$ cat config.mk
export PLATFORM = sky130hd
export DESIGN_NAME = key_press_event_generator
export DESIGN_NICKNAME = d
export VERILOG_FILES = /design/src/kpeg_pkg.sv /design/src/kpeg_key_store.sv /design/src/kpeg_event_ring.sv /design/src/key_press_event_generator.sv
export SDC_FILE = /design/constraint.sdc
export NUM_CORES = 1
export LEC_CHECK = 0
export BUFFER_PORTS_ARGS = -buffer_cell sky130_fd_sc_hd__buf_2
export CAP_MARGIN = 20
export CORE_MARGIN = 3
export CORE_UTILIZATION = 30
export DETAILED_ROUTE_END_ITERATION = 8
export PLACE_DENSITY = 0.56
export SYNTH_ARGS = -nofsm -noshare
export SYNTH_HDL_FRONTEND = slang
export SYNTH_SLANG_ARGS = --single-unit
$ cat constraint.sdc
create_clock -name clock -period 8.4 [get_ports clock]
set_input_delay 1.68 -clock clock [delete_from_list [all_inputs] [get_ports clock]]
set_output_delay 1.68 -clock clock [all_outputs]
set_load 0.05 [all_outputs]
$ cat src/kpeg_pkg.sv
package kpeg_pkg;

   localparam int QUEUE_DEPTH = 8;
   localparam int RING_AW     = $clog2(QUEUE_DEPTH);
   localparam int NUM_KEYS    = 4;
   localparam int KEY_AW      = $clog2(NUM_KEYS);

   localparam logic [KEY_AW-1:0] KEY_UP   = 2'd0;
   localparam logic [KEY_AW-1:0] KEY_DOWN = 2'd1;
   localparam logic [KEY_AW-1:0] KEY_SET  = 2'd2;
   localparam logic [KEY_AW-1:0] KEY_BACK = 2'd3;

   localparam logic [2:0] EV_UP          = 3'd0;
   localparam logic [2:0] EV_DOWN        = 3'd1;
   localparam logic [2:0] EV_SET         = 3'd2;
   localparam logic [2:0] EV_BACK        = 3'd3;
   localparam logic [2:0] EV_SET_LONG    = 3'd4;
   localparam logic [2:0] EV_UP_REPEAT   = 3'd5;
   localparam logic [2:0] EV_DOWN_REPEAT = 3'd6;
   localparam logic [2:0] EV_NONE        = 3'd7;

   localparam logic       CMD_TICK   = 1'b0;
   localparam logic       CMD_INJECT = 1'b1;

   localparam logic [1:0] CSR_LONG_PRESS     = 2'd0;
   localparam logic [1:0] CSR_REPEAT_DELAY   = 2'd1;
   localparam logic [1:0] CSR_REPEAT_INTERVAL = 2'd2;

   typedef struct packed {
      logic       command;
      logic [3:0] key_pressed_mask;
      logic [2:0] injected_event;
   } req_type;

   typedef struct packed {
      logic [2:0] event_code;
      logic       last_event;
   } rsp_type;

   typedef struct packed {
      logic       pressed;
      logic [7:0] hold;
      logic [7:0] rep_count;
   } key_entry_type;

   typedef struct packed {
      logic       push;
      logic [2:0] push_code;
      logic       pop;
   } ring_ctl_type;

   typedef struct packed {
      logic       empty;
      logic       rd_last;
      logic [2:0] rd_code;
   } ring_stat_type;

   function automatic logic [7:0] sat_inc(input logic [7:0] v);
      sat_inc = (v == 8'hff) ? v : v + 8'd1;
   endfunction

   function automatic logic [RING_AW-1:0] ring_next(input logic [RING_AW-1:0] p);
      ring_next = (p == RING_AW'(QUEUE_DEPTH - 1)) ? '0 : p + RING_AW'(1);
   endfunction

endpackage

$ cat src/kpeg_key_store.sv
module kpeg_key_store import kpeg_pkg::*; (
   input  logic                  clock,
   input  logic                  reset,
   input  logic [KEY_AW-1:0]     rd_addr,
   input  logic                  wr_en,
   input  logic [KEY_AW-1:0]     wr_addr,
   input  key_entry_type         wr_data,
   output key_entry_type         rd_data
);

   key_entry_type           key_mem [NUM_KEYS];
   logic [NUM_KEYS-1:0]     valid_ff;
   logic [NUM_KEYS-1:0]     valid_in;
   key_entry_type           rd_ff;
   logic                    rd_valid_ff;

   always_comb begin
      valid_in = valid_ff;
      if (wr_en) begin
         valid_in[wr_addr] = 1'b1;
      end
   end

   always_ff @(posedge clock) begin
      if (wr_en) begin
         key_mem[wr_addr] <= wr_data;
      end
      rd_ff <= key_mem[rd_addr];
   end

   always_ff @(posedge clock) begin
      if (reset) begin
         valid_ff    <= '0;
         rd_valid_ff <= 1'b0;
      end else begin
         valid_ff    <= valid_in;
         rd_valid_ff <= valid_ff[rd_addr];
      end
   end

   // an entry not yet written reads as idle key
   assign rd_data = rd_valid_ff ? rd_ff : '0;

endmodule

$ cat src/kpeg_event_ring.sv
module kpeg_event_ring import kpeg_pkg::*; (
   input  logic          clock,
   input  logic          reset,
   input  ring_ctl_type  ctl,
   output ring_stat_type stat
);

   logic [2:0]         ring_mem [QUEUE_DEPTH];
   logic [RING_AW-1:0] head_ff, head_in;
   logic [RING_AW-1:0] tail_ff, tail_in;
   logic [RING_AW-1:0] rd_addr;
   logic [2:0]         rd_ff;

   // read ahead to the following entry when popping
   assign rd_addr = ctl.pop ? ring_next(tail_ff) : tail_ff;

   always_comb begin
      head_in = head_ff;
      tail_in = tail_ff;
      if (ctl.push) begin
         head_in = ring_next(head_ff);
         // full ring drops its oldest entry
         if (ring_next(head_ff) == tail_ff) begin
            tail_in = ring_next(tail_ff);
         end
      end else if (ctl.pop) begin
         tail_in = ring_next(tail_ff);
      end
   end

   always_ff @(posedge clock) begin
      if (ctl.push) begin
         ring_mem[head_ff] <= ctl.push_code;
      end
      rd_ff <= ring_mem[rd_addr];
   end

   always_ff @(posedge clock) begin
      if (reset) begin
         head_ff <= '0;
         tail_ff <= '0;
      end else begin
         head_ff <= head_in;
         tail_ff <= tail_in;
      end
   end

   assign stat.empty   = (head_ff == tail_ff);
   assign stat.rd_last = (ring_next(tail_ff) == head_ff);
   assign stat.rd_code = rd_ff;

endmodule

$ cat src/key_press_event_generator.sv
// channel   direction  handshake           payload
// req_      in         req_valid/req_stall  req_type (command, key mask, injected event)
// rsp_      out        rsp_valid/rsp_stall  rsp_type (event code, last event)
// csr_      in         csr_valid/csr_ready  csr_index, csr_data
//
// an inject request is done once it is accepted; a tick runs as:
// accept, a key store read-modify-write for each of the four keys (one key per cycle),
// a ring read, then one event per cycle from the ring read port while not stalled.
// reset is synchronous; it resets store valid bits, ring pointers and control registers.
// rsp_stall holds the drain; the next request is taken once the drain has finished.
module key_press_event_generator import kpeg_pkg::*; (
   input  logic        clock,
   input  logic        reset,
   input  logic        req_valid,
   output logic        req_stall,
   input  req_type     req_data,
   output logic        rsp_valid,
   input  logic        rsp_stall,
   output rsp_type     rsp_data,
   input  logic        csr_valid,
   output logic        csr_ready,
   input  logic [1:0]  csr_index,
   input  logic [7:0]  csr_data
);

   localparam logic [1:0] ST_IDLE   = 2'd0;
   localparam logic [1:0] ST_KUPD   = 2'd1;
   localparam logic [1:0] ST_DSTART = 2'd2;
   localparam logic [1:0] ST_DOUT   = 2'd3;

   logic [1:0]        state_ff, state_in;
   logic [KEY_AW-1:0] kidx_ff, kidx_in;
   logic [3:0]        mask_ff, mask_in;
   logic              lf_ff, lf_in;
   logic [7:0]        long_ff, long_in;
   logic [7:0]        delay_ff, delay_in;
   logic [7:0]        interval_ff, interval_in;
   logic              rsp_valid_ff, rsp_valid_in;
   rsp_type           rsp_data_ff, rsp_data_in;

   logic              req_acc;
   logic              csr_wr;
   logic              out_free;
   logic              rsp_load;

   logic [KEY_AW-1:0] key_rd_addr;
   key_entry_type     key_rd;
   key_entry_type     key_wr;
   logic              key_wr_en;

   ring_ctl_type      ring_ctl;
   ring_stat_type     ring_stat;

   logic              upd_push;
   logic [2:0]        upd_code;
   logic              lf_mid;

   kpeg_key_store u_key_store (
      .clock   (clock),
      .reset   (reset),
      .rd_addr (key_rd_addr),
      .wr_en   (key_wr_en),
      .wr_addr (kidx_ff),
      .wr_data (key_wr),
      .rd_data (key_rd)
   );

   kpeg_event_ring u_event_ring (
      .clock (clock),
      .reset (reset),
      .ctl   (ring_ctl),
      .stat  (ring_stat)
   );

   assign req_stall = (state_ff != ST_IDLE);
   assign req_acc   = req_valid && !req_stall;
   assign csr_ready = 1'b1;
   assign csr_wr    = csr_valid && csr_ready;
   assign out_free  = !rsp_valid_ff || !rsp_stall;
   assign rsp_load  = (state_ff == ST_DOUT) && out_free;

   // key store is read one key ahead of the update
   assign key_rd_addr = (state_ff == ST_KUPD) ? kidx_ff + KEY_AW'(1) : KEY_UP;
   assign key_wr_en   = (state_ff == ST_KUPD);

   // per-key update
   always_comb begin
      logic       down;
      logic [7:0] r;
      down     = mask_ff[kidx_ff];
      key_wr   = key_rd;
      lf_mid   = lf_ff;
      upd_push = 1'b0;
      upd_code = {1'b0, kidx_ff};
      r        = '0;
      if (down) begin
         if (!key_rd.pressed) begin
            key_wr.pressed   = 1'b1;
            key_wr.hold      = 8'd1;
            key_wr.rep_count = '0;
            if (kidx_ff == KEY_SET) begin
               lf_mid = 1'b0;
            end
         end else begin
            key_wr.hold = sat_inc(key_rd.hold);
         end
         if (kidx_ff == KEY_SET) begin
            if (!lf_mid && key_wr.hold >= long_ff) begin
               upd_push = 1'b1;
               upd_code = EV_SET_LONG;
               lf_mid   = 1'b1;
            end
         end else if (kidx_ff == KEY_UP || kidx_ff == KEY_DOWN) begin
            if (key_wr.hold >= delay_ff) begin
               r = sat_inc(key_wr.rep_count);
               if (r >= interval_ff) begin
                  upd_push = 1'b1;
                  upd_code = (kidx_ff == KEY_UP) ? EV_UP_REPEAT : EV_DOWN_REPEAT;
                  r        = '0;
               end
               key_wr.rep_count = r;
            end
         end
      end else if (key_rd.pressed) begin
         // release gives the press event, except set after a long press
         if (kidx_ff != KEY_SET || !lf_mid) begin
            upd_push = 1'b1;
            upd_code = {1'b0, kidx_ff};
         end
         key_wr = '0;
         if (kidx_ff == KEY_SET) begin
            lf_mid = 1'b0;
         end
      end
   end

   always_comb begin
      ring_ctl.push      = 1'b0;
      ring_ctl.push_code = upd_code;
      ring_ctl.pop       = rsp_load;
      if (state_ff == ST_KUPD) begin
         ring_ctl.push = upd_push;
      end else if (req_acc && req_data.command == CMD_INJECT &&
                   req_data.injected_event != EV_NONE) begin
         ring_ctl.push      = 1'b1;
         ring_ctl.push_code = req_data.injected_event;
      end
   end

   always_comb begin
      state_in     = state_ff;
      kidx_in      = kidx_ff;
      mask_in      = mask_ff;
      lf_in        = (state_ff == ST_KUPD) ? lf_mid : lf_ff;
      rsp_valid_in = rsp_valid_ff;
      rsp_data_in  = rsp_data_ff;
      if (!rsp_stall) begin
         rsp_valid_in = 1'b0;
      end
      case (state_ff)
         ST_IDLE: begin
            kidx_in = KEY_UP;
            if (req_acc && req_data.command == CMD_TICK) begin
               mask_in  = req_data.key_pressed_mask;
               state_in = ST_KUPD;
            end
         end
         ST_KUPD: begin
            kidx_in = kidx_ff + KEY_AW'(1);
            if (kidx_ff == KEY_BACK) begin
               state_in = ST_DSTART;
            end
         end
         ST_DSTART: begin
            state_in = ring_stat.empty ? ST_IDLE : ST_DOUT;
         end
         ST_DOUT: begin
            if (out_free) begin
               rsp_valid_in           = 1'b1;
               rsp_data_in.event_code = ring_stat.rd_code;
               rsp_data_in.last_event = ring_stat.rd_last;
               if (ring_stat.rd_last) begin
                  state_in = ST_IDLE;
               end
            end
         end
         default: begin
            state_in = ST_IDLE;
         end
      endcase
   end

   always_comb begin
      long_in     = long_ff;
      delay_in    = delay_ff;
      interval_in = interval_ff;
      if (csr_wr) begin
         case (csr_index)
            CSR_LONG_PRESS:      long_in     = csr_data;
            CSR_REPEAT_DELAY:    delay_in    = csr_data;
            CSR_REPEAT_INTERVAL: interval_in = csr_data;
            default: begin
            end
         endcase
      end
   end

   always_ff @(posedge clock) begin
      if (reset) begin
         state_ff     <= ST_IDLE;
         kidx_ff      <= KEY_UP;
         lf_ff        <= 1'b0;
         long_ff      <= 8'd10;
         delay_ff     <= 8'd5;
         interval_ff  <= 8'd2;
         rsp_valid_ff <= 1'b0;
      end else begin
         state_ff     <= state_in;
         kidx_ff      <= kidx_in;
         lf_ff        <= lf_in;
         long_ff      <= long_in;
         delay_ff     <= delay_in;
         interval_ff  <= interval_in;
         rsp_valid_ff <= rsp_valid_in;
      end
   end

   always_ff @(posedge clock) begin
      mask_ff     <= mask_in;
      rsp_data_ff <= rsp_data_in;
   end

   assign rsp_valid = rsp_valid_ff;
   assign rsp_data  = rsp_data_ff;

   a_no_push_in_drain: assert property (@(posedge clock) disable iff (reset)
      (state_ff == ST_DSTART || state_ff == ST_DOUT) |-> !ring_ctl.push)
      else $error("event pushed while draining");

   a_last_empties_ring: assert property (@(posedge clock) disable iff (reset)
      (rsp_load && ring_stat.rd_last) |=> ring_stat.empty)
      else $error("ring not empty after last event");

   a_no_pop_when_empty: assert property (@(posedge clock) disable iff (reset)
      ring_ctl.pop |-> !ring_stat.empty)
      else $error("pop from empty ring");

   a_key_sweep_done: assert property (@(posedge clock) disable iff (reset)
      (state_ff == ST_KUPD && kidx_ff == KEY_BACK) |=> state_ff == ST_DSTART)
      else $error("key sweep did not hand over to drain");

endmodule
[Yosys cells after proc, flatten, opt, wreduce, memory -nomap -nowiden]
Memories as Yosys holds them, arrays and structs flattened. A register that Yosys moved wholly into a read port is not among the register bits.
Cells that the tools add are included.
Storage, ports and cells
  register bits after elaboration: 49
  latch bits: 0
  memory bits (writable): 92
  ROM bits: 0
  memories: 2
Operators by class
  add/subtract/negate cells: 5
  multiply operators: 0
  divide/modulo/power cells: 0
  $lt $le $gt $ge: 6
  equal/unequal tests: 22
  shift operators: 0
  mux-type cells: 64
  bitwise logic cells: 2
  reductions and logical operators: 28
Memories
  u_key_store.key_mem: depth 4, width 17, read ports 1, clocked after memory_dff 1, wr ports 1, RTL line kpeg_key_store.sv:11  | key_entry_type key_mem [NUM_KEYS];
  u_event_ring.ring_mem: depth 8, width 3, read ports 1, clocked after memory_dff 1, wr ports 1, RTL line kpeg_event_ring.sv:8  | logic [2:0] ring_mem [QUEUE_DEPTH];
Operator list (count)
  8-bit 2-to-1 mux: 10
  3-bit 2-to-1 mux: 12
  17-bit 2-to-1 mux: 2
  1-bit 2-to-1 mux: 26
  8-bit >= comparator: 3
  8-bit by 1-bit adder with 8-bit output (second input constant): 2
  8-bit == test (second input constant): 2
  16-bit 2-to-1 mux: 1
  2-bit 2-to-1 mux: 7
  2-bit AND reduction: 6
  2-bit == test (second input constant): 5
  3-bit == test: 3
  2-bit != test (second input constant): 4
  2-bit case mux with 4 select lines: 1
  1-bit logical AND: 7
  3-bit by 1-bit adder with 3-bit output (second input constant): 2
  2-bit by 1-bit == test with 1-bit output (second input constant): 3
  3-bit == test (second input constant): 2
  2-bit logical NOT: 3
  2-bit by 3-bit less-than comparator with 1-bit output (second input constant): 2
  2-bit nonzero test: 3
  1-bit logical NOT: 5
  1-bit binary-select mux with 2-bit select: 2
  4-bit 2-to-1 mux: 1
  other kinds (10): 13

[Logic depth before layout (Yosys ltp)]
Gate-level depths: netlist (run 1).
  depth after elaboration: 15
  mapped depth: 16
  gate-level depth less buffers: 14

[Modules after synthesis]
From an unflattened synthesis (run 1), not the netlist that was laid out.
Unflattened totals
  cell total of the unflattened synthesis: 652
  area total of the unflattened synthesis: 7841.3 µm²
By module, submodules not included
  kpeg_key_store: times used 1, cells each 142, area an instance 3144.3 µm², sequential area each 2482.4 µm²
  key_press_event_generator: times used 1, cells each 359, area an instance 2962.8 µm², sequential area each 840.8 µm²
  kpeg_event_ring: times used 1, cells each 151, area an instance 1734.2 µm², sequential area each 900.9 µm²

[Worst setup path after synthesis (run 1)]
Ideal clock, no wire load.
  path kind: reg2reg
  from: register, netlist name u_key_store.rd_ff[16]
  to: memory u_event_ring.ring_mem[0][0], data pin
  arrival time: 3.892 ns
  data required time: 8.093 ns
  slack: 4.201 ns
  stages on the path, launching flop included: 14
  buffers on the path: 1
  period minus slack after synthesis: 4.199 ns
  cells stage by stage: dfxtp_1 clkbuf_1 nand2_1 nor2_1 ha_1 nand2_1 nor3_1 mux2_2 ha_1 a31oi_1 o31ai_2 a21boi_0 a31oi_1 o41ai_1
RTL lines (RTL line)
  end: declaration: kpeg_event_ring.sv:8

[Worst setup path in the final report (run 1)]
  from: register u_key_store.rd_valid_ff
  to: memory u_event_ring.ring_mem[5][2] (enable)
Between the ends
  cells in the longest elaborated chain, start to end: 14
  elaborated cells on any way between the ends: 28
  classes of those cells: 2 x add/sub; 3 x order compare; 2 x eq/ne; 19 x mux; 2 x reduce/logical
RTL lines
  start: declaration: RTL line kpeg_key_store.sv:15  | logic rd_valid_ff;
  start signal: assignment: RTL line kpeg_key_store.sv:37  | rd_valid_ff <= valid_ff[rd_addr];
  17-bit 2-to-1 mux (*): RTL line kpeg_key_store.sv:42  | assign rd_data = rd_valid_ff ? rd_ff : '0;
  8-bit 2-to-1 mux: RTL line key_press_event_generator.sv:97  | if (!key_rd.pressed) begin
  8-bit 2-to-1 mux: RTL line key_press_event_generator.sv:96  | if (down) begin
  8-bit by 1-bit adder with 8-bit output or 8-bit == test (tied branches): RTL line kpeg_pkg.sv:59  | sat_inc = (v == 8'hff) ? v : v + 8'd1;
  8-bit 2-to-1 mux: RTL line kpeg_pkg.sv:59
  8-bit >= comparator: RTL line key_press_event_generator.sv:116  | if (r >= interval_ff) begin
  1-bit 2-to-1 mux: RTL line key_press_event_generator.sv:116
  1-bit 2-to-1 mux: RTL line key_press_event_generator.sv:114  | if (key_wr.hold >= delay_ff) begin
  1-bit 2-to-1 mux: RTL line key_press_event_generator.sv:113  | end else if (kidx_ff == KEY_UP || kidx_ff == KEY_DOWN) begin
  1-bit 2-to-1 mux: RTL line key_press_event_generator.sv:107  | if (kidx_ff == KEY_SET) begin
  1-bit 2-to-1 mux (*): RTL line key_press_event_generator.sv:96
  1-bit 2-to-1 mux (*): RTL line key_press_event_generator.sv:141  | if (state_ff == ST_KUPD) begin
  1-bit 2-to-1 mux (*): RTL line kpeg_event_ring.sv:32  | if (ctl.push) begin
  1-bit 2-to-1 mux (implied by the code) (*): RTL line kpeg_event_ring.sv:33  | ring_mem[head_ff] <= ctl.push_code;
Every way passes the cells marked *; elsewhere a longest branch is shown, timed or not. The select of a mux whose other input is x is not followed.

==> metrics.cfg, run 1 <==
[outcome]
status=complete, no violations

[global_route]
grt_first_pass_wirelength_microns=27400
antenna_found_initial=0
track_usage=0.131
grt_max_degree=48
grt_overflow_total=0
grt_pass1_vias=5016

[drt]
drt-initial-drc-count=228
via_per_inst=4.78
avgRoutedWirePerCell_microns=16.3
drc_errors=0
drtAntennaViolNets=0
firstDrtPassIters=4
vias=4923
routed_wl_microns=16800

[floorplanning]
boundaryPins=30
rows=57
dieArea_sq_um=27300
die_h_microns=165
die_x_microns=165
core_sq_um=24600
start_util=0.309

[synth]
ys_ff_latch=161
synth_area_per_cell_sq_um=11.4
synth_area_sq_um=7590
synth_cell_types=65
postSynthCellCount=669
yosysTopAreaCell=edfxtp_1
yosysWarnings=0
async_flop_share=0
ys_seq_area_frac=0.556
yosys_most_used_dff=edfxtp_1
yosys-top-cells-area=edfxtp_1, dfxtp_1, ha_1
synth_edf_count=100
yosysTopAreaCellShare=0.395
synthesis.nets=726

[place]
gp_congestion=0.827
dp.cells=998
dpl_worst_slack_ns=3.13
numPortBuffers=28
place_hpwl_microns=11300

[clock_network]
cts_resized=0
cts_setup_buffers=0
clockBufferDepth=2
htree_levels=4
cts_tree=built
cts.sinks=161
clock_latency_ns=0.42
clk_pin_slew_ns=0.07
cts_hold_buffers=0
cts_root_buffer=clkbuf_16
cts_made_buffers=17

[timing]
tightest_slew_ns=1.02
slew_headroom=0.315
whs_ns=0.406
fin_tns_setup_ns=0
fin_ws_ns=3.08
slew_violations=0
finalSetupViolations=0
skew_ns=0.0113
hold_violations=0
period_minus_slack_ns=5.32
rsz0062_at_grt=false
fin_crit_sh=0.633
clock.fmax_mhz=188

[setup_path]
start_kind=register
cp_slowest_cell=a31oi_1
slowest_delay_ns=0.85
crit_start=u_key_store.rd_valid_ff$_SDFF_PP0_
required_ns=8.52
cp_max_fo=19
crit_type=register to register
crit_arrival_ns=5.44
critPathCaptureType=register
worstReg2RegStart=u_key_store.rd_valid_ff$_SDFF_PP0_
cp_cell_sequence=nand2_1 -> nor2_1 -> ha_1 -> nand2_1 -> nor3_1 -> mux2_2 -> ha_1 -> a31oi_1 -> o31ai_2 -> o221ai_1 -> a31oi_1 -> and4b_1

[power_and_ir_drop]
p_leak_nw=3.20
pwr_density_cell_nw_per_um2=208
ir_drop_uv=133

[finish]
fillCellCount=2444
n_antenna_cell=0
fin_cells=1030
nets=750
final_util=0.353
mostFrequentLayoutCells=edfxtp_1, nand2_1, nor2_1
syn2layout_area_growth_pct=14.2
final_common_cell=edfxtp_1
layout-drive-gt1-share=0.130

[worst_hold_path]
hold_class=register to register
min_from=u_event_ring.rd_ff[0]$_DFF_P_

[job]
drv_cap=0

## metrics by stage
| step | area (sq um) | power [mW] |
|---|---|---|
| 3_3_place_gp | 8080 | 1.04 |
| 3_5_place_dp | 8080 | 1.04 |
| 6_report | 8670 | 1.81 |
| 2_1_floorplan | 7590 | 0.997 |
| 5_1_grt | 8670 | 1.88 |
| 4_1_cts | 8670 | 1.83 |
## worst paths after layout
kind / to / slack [ns] / cells after the start
setup / recovery: u_event_ring.ring_mem[5][2]$_DFFE_PP_ / 3.08 / 12
hold / removal: rsp_data[1]$_DFFE_PP_ / 0.41 / 0
setup reg to reg: u_event_ring.ring_mem[5][2]$_DFFE_PP_ / 3.08 / 12
hold reg to reg: rsp_data[1]$_DFFE_PP_ / 0.41 / 0
## cell families (layout without fill, tap and decap cells)
group / after synthesis / after routing / share of synthesized area
AO/OA/AOI/OAI: 123 / 123 / 0.122
multiplexers: 35 / 35 / 0.0600
buffers and inverters: 60 / 97 / 0.0310
AND/OR/NAND/NOR: 238 / 238 / 0.154
other: 1 / 1 / 0.000494
adder cells (fa/ha/maj): 34 / 34 / 0.0560
flip-flops: 161 / 161 / 0.556
XOR/XNOR: 17 / 17 / 0.0196
## sequential cells by signal, summed over array words and instances, names as in the netlist, 2 cells and up
name	cells
state_ff	2
u_event_ring.rd_ff	3
delay_ff	8
long_ff	8
kidx_ff	2
u_event_ring.head_ff	3
u_event_ring.tail_ff	3
interval_ff	8
mask_ff	4
u_key_store.rd_ff	17
u_key_store.valid_ff	4
u_key_store.key_mem	68
rsp_data	4
u_event_ring.ring_mem	24
## layout make-up
cell class | count | area, sq um | area share
Multi-Input combinational cell | 448 | 3150 | 0.363
Timing Repair Buffer | 34 | 185 | 0.0214
Clock inverter | 14 | 168 | 0.0193
Tap cell | 324 | 405 | 0.0467
Inverter | 31 | 116 | 0.0134
Clock buffer | 18 | 429 | 0.0495
Sequential cell | 161 | 4220 | 0.487
## critical path: cells and delay by family (launching register included)
family	cells	cell delay (ns)
compound gates	4	1.68
fa+ha+maj	2	0.56
flops	1	0.56
mux	1	0.41
simple gates	5	1.79
## routing by layer
metal  wire length, microns  share of wire  vias up  GRT usage
li1                       -              -     2486          -
met5                      0              0        -          0
met2                   7700           0.46       73      0.208
met1                   8500           0.50     2352      0.182
met3                    395          0.023       12     0.0212
met4                    244          0.014        0     0.0465
## power breakdown
group	internal, mW	total [mW]	leakage [nW]	switching (mW)
registers	0.864	0.885	1.41	0.0215
clock network	0.449	0.785	0.287	0.336
logic	0.0546	0.139	1.51	0.0840
## synth_stat cells (9+ instances only)
library cell,number
edfxtp_1,100
nand2_1,68
nor2_1,65
dfxtp_1,61
ha_1,34
inv_1,30
and2_1,28
a31oi_1,25
clkbuf_1,23
a21oi_1,20
mux2i_1,20
a211oi_1,18
xnor2_1,14
nand2b_1,13
nor3_1,13
nand3_1,11
o21ai_0,11
a211o_1,9
Power figures use the tool's default switching activity.
==> inputs of run 2 (changes only) <==
--- a/config.mk
+++ b/config.mk
@@ -10,7 +10,7 @@
 export CORE_MARGIN = 3
 export CORE_UTILIZATION = 30
 export DETAILED_ROUTE_END_ITERATION = 8
-export PLACE_DENSITY = 0.56
+export PLACE_DENSITY = 0.57
 export SYNTH_ARGS = -nofsm -noshare
 export SYNTH_HDL_FRONTEND = slang
 export SYNTH_SLANG_ARGS = --single-unit
==> constraint.sdc (replaced) <==
create_clock -name clock -period 4.4 [get_ports clock]
set_input_delay 0.88 -clock clock [delete_from_list [all_inputs] [get_ports clock]]
set_output_delay 0.88 -clock clock [all_outputs]
set_load 0.05 [all_outputs]
==> run 2 against run 1 <==
Net effect:
- worst hold slack improved by 0.022 ns
- routed wire length rose by 1.5%
- power is 97% higher
- combinational power increased by 98%
- non-clock buffer count is 9 higher
- first-iteration DRC count up 31%
- maximum frequency grew 35%
- clock power up 110%
- clock skew decreased by 0.0028 ns
- final cell count increased by 0.87%
- critical endpoint is now u_event_ring.ring_mem[0][1]$_DFFE_PP_
- largest cell class unchanged
- highest routed layer unchanged
==> metrics.cfg, run 2 (synthesis results as in run 1) <==
[timing]
fin_crit_sh=0.895  ; +0.262
hold_violations=0  ; unchanged
rsz0062_at_grt=false
skew_ns=0.00855  ; -0.00276 ns
tightest_slew_ns=0.968  ; -0.0553 ns
whs_ns=0.428  ; +0.0221 ns
fin_ws_ns=0.462  ; -2.62 ns
fin_tns_setup_ns=0  ; unchanged
slew_headroom=0.355  ; +0.0400
period_minus_slack_ns=3.94  ; -1.38 ns
slew_violations=0  ; unchanged
finalSetupViolations=0  ; unchanged
clock.fmax_mhz=254  ; +35%

[setup_path]
worstReg2RegStart=u_key_store.rd_valid_ff$_SDFF_PP0_
required_ns=4.53  ; -3.99 ns
crit_arrival_ns=4.07  ; -1.37 ns
r2r_setup_slack_ns=0.46  ; -2.62 ns
rr_worst_depth=14  ; +2
critPathCaptureType=register
start_kind=register
crit_type=register to register
cp_max_fo=13  ; -6
r2r-end=u_event_ring.ring_mem[0][1]$_DFFE_PP_

[outcome]
status=complete, no violations

[clock_network]
clock_latency_ns=0.43  ; about the same
cts_setup_buffers=0  ; unchanged
cts.sinks=161  ; unchanged
clk_pin_slew_ns=0.07  ; about the same
clockBufferDepth=2  ; unchanged
cts_tree=built
cts_made_buffers=17  ; unchanged
cts_root_buffer=clkbuf_16
htree_levels=4  ; unchanged

[global_route]
grt_max_degree=48  ; unchanged
grt_overflow_total=0  ; unchanged
grt_first_pass_wirelength_microns=27300  ; -0.45%
track_usage=0.130  ; -0.000925
antenna_found_initial=0  ; unchanged
grt_pass1_vias=4881  ; -2.7%

[drt]
avgRoutedWirePerCell_microns=16.4  ; +0.61%
via_per_inst=4.91  ; +2.8%
firstDrtPassIters=4  ; unchanged
vias=5104  ; +3.7%
drt-initial-drc-count=298  ; +31%
routed_wl_microns=17100  ; +1.5%
drtAntennaViolNets=0  ; unchanged
drc_errors=0  ; unchanged

[place]
gp_congestion=0.832  ; +0.62%
numPortBuffers=28  ; unchanged
place_hpwl_microns=11500  ; +1.1%
dpl_worst_slack_ns=0.332  ; -2.80 ns

[worst_hold_path]
worstHoldEndpoint=rsp_data[2]$_DFFE_PP_
hold_class=register to register
min_from=u_event_ring.rd_ff[1]$_DFF_P_
min_path_cells=0  ; unchanged

[floorplanning]
die_h_microns=165  ; unchanged
die_x_microns=165  ; unchanged
start_util=0.309  ; unchanged
rows=57  ; unchanged
core_sq_um=24600  ; unchanged
dieArea_sq_um=27300  ; unchanged
boundaryPins=30  ; unchanged

[finish]
largest_register_ffs=68  ; unchanged
regMostFlops=u_key_store.key_mem
layout-drive-gt1-share=0.145  ; +0.0151
nets=759  ; +1.2%
final_common_cell=edfxtp_1
n_antenna_cell=0  ; unchanged
final_util=0.357  ; +0.00458
top_regs=u_key_store.key_mem x68, u_event_ring.ring_mem x24, u_key_store.rd_ff x17
mostFrequentLayoutCells=edfxtp_1, nand2_1, nor2_1
syn2layout_area_growth_pct=15.7

[job]
drv_cap=0  ; unchanged

[power_and_ir_drop]
power_mw=3.57  ; +97%
pwr_density_cell_nw_per_um2=406  ; +95%
p_leak_nw=3.28  ; +2.3%
ir_drop_uv=271  ; +100%

run 2: cell count changes in the layout (fill, tap and decap cells not counted), moves of 2 or more:
cell      change
clkinv_4      -2
buf_4         +9
inv_8         +3
inv_6         -2
run 2: per-layer routing:
metal / vias to the layer above / global-route usage / part of all wire
met5: - / 0 / 0
met4: 0 / 0.0393 / 0.014
met3: 16 / 0.0252 / 0.030
met2: 84 / 0.202 / 0.45
met1: 2498 / 0.185 / 0.50
li1: 2506 / - / -
run 2: critical path, cell delays in order, from the launching register on:
cell and delay [ns]:
dfxtp_1 0.35, buf_4 0.18, and2_1 0.18, ha_1 0.20
nand2_1 0.12, or4_1 0.41, o21ai_0 0.10, nor2_1 0.12
ha_1 0.29, nand2_1 0.06, nor3_1 0.36, o31ai_4 0.16
a21boi_0 0.47, a21boi_0 0.17, a221o_1 0.46
run 2: cell type report:
cell class	count	area, sq um
clock buffer	17	425
sequential	161	4220
clock inverter	15	213
multi-input combinational	448	3150
timing repair buffer	43	253
fill	2406	15800
tap	324	405
inverter	31	116
run 2: worst max path at each step:
stage                                                  start                                     to  slack [ns]  cells past startpoint
after floorplan                u_key_store.rd_ff[16]$_DFF_P_  u_event_ring.ring_mem[0][0]$_DFFE_PP_        0.20                     13
after global placement    u_key_store.rd_valid_ff$_SDFF_PP0_    u_key_store.key_mem[2][5]$_DFFE_PP_        0.38                     15
after detailed placement  u_key_store.rd_valid_ff$_SDFF_PP0_    u_key_store.key_mem[3][2]$_DFFE_PP_        0.33                     15
after CTS                 u_key_store.rd_valid_ff$_SDFF_PP0_    u_key_store.key_mem[3][2]$_DFFE_PP_        0.29                     15
after global routing            u_key_store.rd_ff[0]$_DFF_P_  u_event_ring.ring_mem[4][1]$_DFFE_PP_         0.1                     13
final                     u_key_store.rd_valid_ff$_SDFF_PP0_  u_event_ring.ring_mem[0][1]$_DFFE_PP_        0.46                     14
run 2: what timing repair did:
action / CTS / global route
setup endpoints to repair: 0 / 30
gates resized for setup: 0 / 2
hold buffers: 0 / 0
hold endpoints to repair: 0 / 0
run 2: metrics by stage:
stage / std cells / instance area, sq um
2_1_floorplan: 669 / 7590
3_3_place_gp: 1007 / 8140
3_5_place_dp: 1007 / 8140
4_1_cts: 1039 / 8780
5_1_grt: 1039 / 8790
6_report: 1039 / 8790
run 2: power breakdown:
group	internal, mW	switching [mW]
sequential	1.65	0.0416
combinational	0.109	0.165
clock	0.925	0.681
total	2.68	0.888
==> inputs of run 3 (changes only) <==
--- a/config.mk
+++ b/config.mk
@@ -10,7 +10,8 @@
 export CORE_MARGIN = 3
 export CORE_UTILIZATION = 30
 export DETAILED_ROUTE_END_ITERATION = 8
-export PLACE_DENSITY = 0.57
+export PLACE_DENSITY = 0.56
+export RECOVER_POWER = 25
 export SYNTH_ARGS = -nofsm -noshare
 export SYNTH_HDL_FRONTEND = slang
 export SYNTH_SLANG_ARGS = --single-unit
==> constraint.sdc (replaced) <==
create_clock -name clock -period 4.9 [get_ports clock]
set_input_delay 0.98 -clock clock [delete_from_list [all_inputs] [get_ports clock]]
set_output_delay 0.98 -clock clock [all_outputs]
set_load 0.05 [all_outputs]
==> run 3 against run 2 <==
Net effect:
- the flow now finishes with violations (capacitance limit, slew limit)
- core utilization decreased by 0.59 points
- critical path depth is the same
- critical endpoint is now u_event_ring.ring_mem[3][1]$_DFFE_PP_
- combinational power is 13% lower
- first-iteration DRC count is 7.0% lower
- final cell count is 0.48% lower
- power decreased by 14%
- via count shrank 1.5%
- count of clock-buffer cells in the layout is 3 higher
==> metrics.cfg, run 3 (synthesis results as in run 1) <==
[timing]
whs_ns=0.410  ; -0.0177 ns
tightest_slew_ns=2.01  ; +1.05 ns
rsz0062_at_grt=false
period_minus_slack_ns=4.39  ; +0.455 ns
fin_tns_setup_ns=0  ; unchanged
clock.fmax_mhz=228  ; -10%
skew_ns=0.0178  ; +0.00920 ns
fin_crit_sh=0.897  ; +0.00142
hold_violations=0  ; unchanged
slew_violations=64  ; +64
finalSetupViolations=0  ; unchanged
fin_ws_ns=0.507  ; +0.0455 ns
slew_headroom=-0.343  ; -0.697

[clock_network]
cts.sinks=161  ; unchanged
cts_resized=0  ; unchanged
clockBufferDepth=2  ; unchanged
cts_made_buffers=17  ; unchanged
cts_root_buffer=clkbuf_16
cts_hold_buffers=0  ; unchanged
clk_pin_slew_ns=0.06  ; about the same
cts_tree=built
cts_setup_buffers=0  ; unchanged
clock_latency_ns=0.44  ; about the same
htree_levels=4  ; unchanged

[floorplanning]
die_h_microns=165  ; unchanged
dieArea_sq_um=27300  ; unchanged
die_x_microns=165  ; unchanged
start_util=0.309  ; unchanged
rows=57  ; unchanged
core_sq_um=24600  ; unchanged
boundaryPins=30  ; unchanged

[global_route]
grt_overflow_total=0  ; unchanged
grt_first_pass_wirelength_microns=27500  ; +0.76%
track_usage=0.132  ; +0.00123
antenna_found_initial=0  ; unchanged
grt_pass1_vias=5005  ; +2.5%
grt_max_degree=48  ; unchanged

[drt]
drc_errors=0  ; unchanged
via_per_inst=4.86  ; -1.1%
drtAntennaViolNets=0  ; unchanged
vias=5026  ; -1.5%
drt-initial-drc-count=277  ; -7.0%
avgRoutedWirePerCell_microns=16.3  ; -0.61%
routed_wl_microns=16900  ; -1.1%
firstDrtPassIters=5  ; +1

[setup_path]
crit_start=u_key_store.rd_valid_ff$_SDFF_PP0_
required_ns=5.08  ; +0.55 ns
crit_arrival_ns=4.57  ; +0.50 ns
crit_type=register to register
r2r-end=u_event_ring.ring_mem[3][1]$_DFFE_PP_
critPathCaptureType=register
rr_worst_depth=14  ; unchanged
endpoint=u_event_ring.ring_mem[3][1]$_DFFE_PP_
cp_max_fo=15  ; +2
worstReg2RegStart=u_key_store.rd_valid_ff$_SDFF_PP0_
r2r_setup_slack_ns=0.51  ; +0.05 ns
start_kind=register

[place]
place_hpwl_microns=11400  ; -0.62%
numPortBuffers=28  ; unchanged
dpl_worst_slack_ns=0.525  ; +0.192 ns
dp.cells=1002  ; -0.50%
gp_congestion=0.865  ; +4.0%

[power_and_ir_drop]
p_leak_nw=3.20  ; -2.3%
pwr_density_cell_nw_per_um2=355  ; -13%
ir_drop_uv=255  ; -5.9%

[outcome]
status=complete, but fails checks
violations=capacitance limit, slew limit

[finish]
nets=754  ; -0.66%
fillCellCount=2440  ; +1.4%
regMostFlops=u_key_store.key_mem
syn2layout_area_growth_pct=13.8
final_common_cell=edfxtp_1
top_regs=u_key_store.key_mem x68, u_event_ring.ring_mem x24, u_key_store.rd_ff x17
largest_register_ffs=68  ; unchanged
mostFrequentLayoutCells=edfxtp_1, nand2_1, nor2_1
layout-drive-gt1-share=0.121  ; -0.0243
n_antenna_cell=0  ; unchanged
seq_area_sq_um=4220  ; unchanged
multi_input_area_sq_um=3110  ; -1.2%
fin_cells=1034  ; -0.48%

[worst_hold_path]
hold_class=register to register

[job]
drv_cap=2  ; +2

[run 3: cell count changes in the layout (fill, tap and decap cells not counted), moves of 2 or more]
| cell | delta |
|---|---|
| clkinv_2 | +2 |
| buf_2 | -2 |
| inv_6 | -3 |
| clkbuf_1 | +6 |
| buf_4 | -6 |
| clkinv_4 | +4 |
| inv_8 | -4 |
[run 3: worst min path at each step]
stage | startpoint | to | slack [ns] | depth (start not counted)
detailed placement | u_event_ring.rd_ff[1]$_DFF_P_ | rsp_data[2]$_DFFE_PP_ | 0.39 | 0
CTS | u_event_ring.rd_ff[1]$_DFF_P_ | rsp_data[2]$_DFFE_PP_ | 0.41 | 0
floorplan | u_event_ring.rd_ff[0]$_DFF_P_ | rsp_data[1]$_DFFE_PP_ | 0.39 | 0
finish | u_event_ring.rd_ff[1]$_DFF_P_ | rsp_data[2]$_DFFE_PP_ | 0.41 | 0
global placement | u_event_ring.rd_ff[0]$_DFF_P_ | rsp_data[1]$_DFFE_PP_ | 0.39 | 0
global route | u_event_ring.rd_ff[1]$_DFF_P_ | rsp_data[2]$_DFFE_PP_ | 0.43 | 0
[run 3: through the flow]
stage	cell area [sq um]	total power, mW	util
2_1_floorplan	7590	1.71	-
3_3_place_gp	8100	1.79	0.329
3_5_place_dp	8100	1.79	0.329
4_1_cts	8670	3.10	0.353
5_1_grt	8640	3.18	0.351
6_report	8640	3.06	0.351
[run 3: report_power, final]
group | internal (mW) | switching [mW] | total (mW) | leakage [nW]
registers | 1.48 | 0.0399 | 1.52 | 1.41
logic | 0.0949 | 0.145 | 0.239 | 1.51
clock network | 0.754 | 0.549 | 1.30 | 0.278
total | 2.33 | 0.734 | 3.06 | 3.20
[run 3: critical path, stage by stage (launching register included)]
cell and delay [ns]:
dfxtp_1 0.55, and2_1 0.24, ha_1 0.19, nand3_1 0.08
nor3_1 0.51, xnor2_1 0.20, nor2_1 0.25, ha_1 0.28
nand2b_1 0.14, a2111oi_0 0.50, o311ai_0 0.31, nand3_1 0.30
a31oi_1 0.12, buf_4 0.20, and4b_1 0.25
[run 3: final cells by class]
cell class,instances,share of cell area
inverter,31,0.0135
clock inverter,12,0.0158
sequential,161,0.489
tap,324,0.0469
multi-input combinational,448,0.360
timing repair buffer,38,0.0242
clock buffer,20,0.0505
[run 3: routing by layer]
metal  vias to the layer above  global-route usage  wire [microns]
li1                       2501                   -               -
met1                      2410               0.186            8420
met2                       100               0.199            7620
met3                        15              0.0207             609
met4                         0              0.0579             251
met5                         -                   0               0
